**src/lcp_pkg.sv**
```systemverilog
// ----------------------------------------------------------------------------
// lcp_pkg: shared types and constants for the closest points unit
// Item structs for both directions and the digit size of the multipliers.
// ----------------------------------------------------------------------------
package lcp_pkg;

    // coordinate width, signed fixed point
    localparam int COORD_WIDTH = 32;
    // operand digit handled by one multiplier stage
    localparam int MUL_DIGIT   = 16;

    typedef struct packed {
        logic signed [COORD_WIDTH-1:0] a_origin_x;
        logic signed [COORD_WIDTH-1:0] a_origin_y;
        logic signed [COORD_WIDTH-1:0] a_origin_z;
        logic signed [COORD_WIDTH-1:0] a_dir_x;
        logic signed [COORD_WIDTH-1:0] a_dir_y;
        logic signed [COORD_WIDTH-1:0] a_dir_z;
        logic signed [COORD_WIDTH-1:0] b_origin_x;
        logic signed [COORD_WIDTH-1:0] b_origin_y;
        logic signed [COORD_WIDTH-1:0] b_origin_z;
        logic signed [COORD_WIDTH-1:0] b_dir_x;
        logic signed [COORD_WIDTH-1:0] b_dir_y;
        logic signed [COORD_WIDTH-1:0] b_dir_z;
    } t_in;

    typedef struct packed {
        logic                          found;
        logic signed [COORD_WIDTH-1:0] near_a_x;
        logic signed [COORD_WIDTH-1:0] near_a_y;
        logic signed [COORD_WIDTH-1:0] near_a_z;
        logic signed [COORD_WIDTH-1:0] near_b_x;
        logic signed [COORD_WIDTH-1:0] near_b_y;
        logic signed [COORD_WIDTH-1:0] near_b_z;
    } t_out;

endpackage

```
**src/lcp_mul.sv**
```systemverilog
// ----------------------------------------------------------------------------
// lcp_mul: pipelined signed multiplier
// Operand b is consumed one digit per stage; a partial product is added to
// the running sum in each stage.
// ----------------------------------------------------------------------------
module lcp_mul import lcp_pkg::*; #(
    parameter int AW = 33,
    parameter int BW = 32
) (
    input  logic                 i_clk,
    input  logic signed [AW-1:0] i_a,
    input  logic signed [BW-1:0] i_b,
    output logic signed [AW+BW-1:0] o_p
);

    localparam int ND  = (BW + MUL_DIGIT - 1) / MUL_DIGIT;
    localparam int BPW = ND * MUL_DIGIT;
    localparam int ACW = AW + BPW + 1;

    logic signed [BPW-1:0] b_ext;
    logic signed [AW-1:0]  r_a   [ND];
    logic        [BPW-1:0] r_b   [ND];
    logic signed [ACW-1:0] r_acc [ND];

    // sign extend b to whole digits
    assign b_ext = BPW'(i_b);

    for (genvar k = 0; k < ND; k++) begin : g_stage
        logic signed [AW-1:0]          a_in;
        logic        [BPW-1:0]         b_in;
        logic signed [ACW-1:0]         acc_in;
        logic        [MUL_DIGIT-1:0]   dig;
        logic signed [AW+MUL_DIGIT:0]  prod;
        logic signed [ACW-1:0]         pp;

        if (k == 0) begin : g_first
            assign a_in   = i_a;
            assign b_in   = b_ext;
            assign acc_in = '0;
        end else begin : g_next
            assign a_in   = r_a[k-1];
            assign b_in   = r_b[k-1];
            assign acc_in = r_acc[k-1];
        end

        assign dig = b_in[k*MUL_DIGIT +: MUL_DIGIT];

        // top digit carries the sign, lower digits are unsigned
        if (k == ND - 1) begin : g_top
            assign prod = $signed(a_in) * $signed(dig);
        end else begin : g_low
            assign prod = $signed(a_in) * $signed({1'b0, dig});
        end

        assign pp = ACW'(prod) <<< (k * MUL_DIGIT);

        always_ff @(posedge i_clk) begin
            r_a[k]   <= a_in;
            r_b[k]   <= b_in;
            r_acc[k] <= acc_in + pp;
        end
    end

    assign o_p = r_acc[ND-1][AW+BW-1:0];

endmodule

```
**config.mk**
```make
export PLATFORM = sky130hd
export DESIGN_NAME = lcp_mul
export DESIGN_NICKNAME = d
export VERILOG_FILES = /design/src/lcp_pkg.sv /design/src/lcp_mul.sv
export SDC_FILE = /design/constraint.sdc
export NUM_CORES = 2
export LEC_CHECK = 0
export BUFFER_PORTS_ARGS = -buffer_cell sky130_fd_sc_hd__buf_4
export CAP_MARGIN = 10
export CORE_MARGIN = 8
export CORE_UTILIZATION = 30
export DETAILED_ROUTE_END_ITERATION = 10
export GPL_TIMING_DRIVEN = 0
export PLACE_DENSITY = 0.48
export SLEW_MARGIN = 20
export SYNTH_ARGS = -nofsm -noshare
export SYNTH_HDL_FRONTEND = slang
export SYNTH_SLANG_ARGS = --single-unit
```
**constraint.sdc**
```tcl
create_clock -name i_clk -period 13.1 [get_ports i_clk]
set_input_delay 2.62 -clock i_clk [delete_from_list [all_inputs] [get_ports i_clk]]
set_output_delay 2.62 -clock i_clk [all_outputs]
set_load 0.02 [all_outputs]
```
==> metrics.cfg <==
[run_status]
status=complete, no violations

[synthesis]
ys_async_sr_fraction=0
synth_flop_cell=dfxtp_1
syn_area_per_cell_sq_um=9.070
synth_seq_cells=164
synthCells=4659
yosysUniqueCellTypes=69
synth_area_sq_um=42260
synth_warnings=0
syn_nets=6015
yosysSeqAreaShare=0.07770
synth_edf_count=0

[worst_setup_path]
cp-start-kind=flop
critPathMaxStageDelay_ns=0.71
cp_slowest_cell=dfxtp_1
cp-end-kind=flop
path_max_fanout=10
path_class=reg -> reg
r2r_cells=34
required_ns=13.51
cpMostUsedCell=fa_1
crit_arrival_ns=10.39

[cts]
htreeDepth=4
clock_sinks=164
clk_pin_slew_ns=0.09
cts_resized=0
post_cts_buffers=0
cts_tree=built
cts-root-buf=clkbuf_16
clock_latency_ns=0.53
cts_max_path_buffers=2
hold_buffers=0
numCtsBuffers=17

[floorplanning]
start_util=0.3025
die_h_microns=391.3
dieArea_sq_um=153100
pin_count=131
core_sq_um=139700
fp.dieW_microns=391.3
rows=137

[sta]
hold_violations=0
period_needed_ns=9.982
worst_slew_pin_slew_ns=1.078
final.period_utilization=0.7620
setup-tns-final_ns=0
finalSetupViolCount=0
fin_ws_ns=3.118
clock.fmax_mhz=100.2
whs_ns=0.3311
maxSlewViolCount=0
relSlewSlack=0.2757
rsz0062_at_grt=no
fin_skew_ns=0.02639

[grt]
grt_overflow=0
grt_pass1_vias=33120
grt_pass1_wl_microns=203800
grt_max_degree=20
track_usage=0.1750
antenna_found_initial=5

[drt]
vias=30560
post-route-drc-count=0
drt-initial-drc-count=1790
avgViaCountPerCell=4.561
wl_per_cell_microns=19.48
wl_microns=130600
ant_nets=0
dr.pass1.iters=5

[min_path]
worstHoldPathType=reg -> reg
hold_depth=0

[layout]
mostFrequentLayoutCell=inv_1
final_cell_count_no_fill=6701
nets=6164
layout_common_cells=1,161 x inv_1, 1,004 x fa_1, 695 x nand2_1
drive_gt1_frac=0.04108
fillerInstances=14760
area_delta_synth_final_pct=9.259

[flow_run]
drv_cap=0

[placement]
io_buffer_count=130
routabilityCongestion=0.8744
dp_hpwl_microns=113800
dp_cells=6665
post-place-ws_ns=3.058

==> critical path, delay by kind of cell, from the launching register on <==
family	cells	cell delay [ns]
buffers and inverters	4	0.85
and+or+nand+nor	6	1.01
xor gates and xnor gates	3	0.45
DFF	1	0.71
AOI/OAI and AO/OA	13	3.07
adders and majority gates	8	3.73
==> flip-flops by register name, indices dropped and copies added, names as in the netlist <==
name	count
r_a	33
r_acc	115
r_b	16
==> synth_stat cells (4+ instances only) <==
cell / count / area (sq um)
a21boi_0: 4 / 30.03
a21o_1: 74 / 555.5
a21oi_1: 130 / 650.6
a21oi_2: 6 / 52.55
a221o_1: 4 / 40.04
a221oi_1: 5 / 43.79
a31oi_1: 16 / 100.1
and2_1: 400 / 2502
and3_1: 12 / 75.07
and4_1: 4 / 35.03
clkbuf_1: 177 / 664.4
dfxtp_1: 164 / 3283
fa_1: 1004 / 20100
ha_1: 286 / 3578
inv_1: 1161 / 4358
nand2_1: 695 / 2609
nand2b_1: 30 / 187.7
nand3_1: 18 / 90.09
nand4_1: 21 / 131.4
nor2_1: 78 / 292.8
nor2b_1: 22 / 137.6
nor3_1: 10 / 50.05
o2111ai_1: 4 / 35.03
o211ai_1: 9 / 67.56
o21a_1: 12 / 90.09
o21ai_0: 64 / 320.3
o21bai_1: 21 / 157.7
o22ai_1: 5 / 31.28
o31ai_1: 4 / 30.03
or2_2: 4 / 25.02
xnor2_1: 103 / 902.1
xor2_1: 46 / 402.9
==> area by class of cell <==
type / instances / area, sq um / share of cell area
timing repair buffer: 130 / 975.9 / 0.02114
inverter: 1161 / 4358 / 0.09439
sequential: 164 / 3283 / 0.07111
clock buffer: 17 / 425.4 / 0.009214
antenna: 5 / 12.51 / 0.0002710
multi-input combinational: 3150 / 33920 / 0.7347
tap: 1876 / 2347 / 0.05084
buffer: 184 / 695.7 / 0.01507
clock inverter: 14 / 151.4 / 0.003279
==> per-stage QoR <==
| stage | util | instance area, sq um |
|---|---|---|
| after floorplan | - | 42260 |
| after global placement | 0.3263 | 45580 |
| after detailed placement | 0.3263 | 45580 |
| after CTS | 0.3304 | 46160 |
| after global routing | 0.3304 | 46160 |
| final | 0.3305 | 46170 |
==> kinds of logic after synthesis <==
logic type / synth area share
AOI/OAI and AO/OA: 0.06390
and+or+nand+nor: 0.1476
DFF: 0.07770
xor gates and xnor gates: 0.03088
adders and majority gates: 0.5603
buffers and inverters: 0.1196
==> worst paths after layout <==
kind / from / end / slack [ns]
worst max-delay path: r_b[0][18] / r_acc[0][130] / 3.12
worst min-delay path: r_acc[0][0] / r_acc[0][66] / 0.33
worst min register to register: r_acc[0][0] / r_acc[0][66] / 0.33
worst max register to register: r_b[0][18] / r_acc[0][130] / 3.12
==> per-layer routing <==
layer  global-route usage  up-vias  part of all wire
li1                     -    13960                 -
met1               0.2541    15720              0.48
met2               0.2704      748              0.44
met3              0.02511      130             0.052
met4              0.05095        0             0.029
met5                    0        -                 0
Power is left out: the tool's default activity adds up to more than one toggle a clock period on the data nets, which glitch-free logic cannot reach.
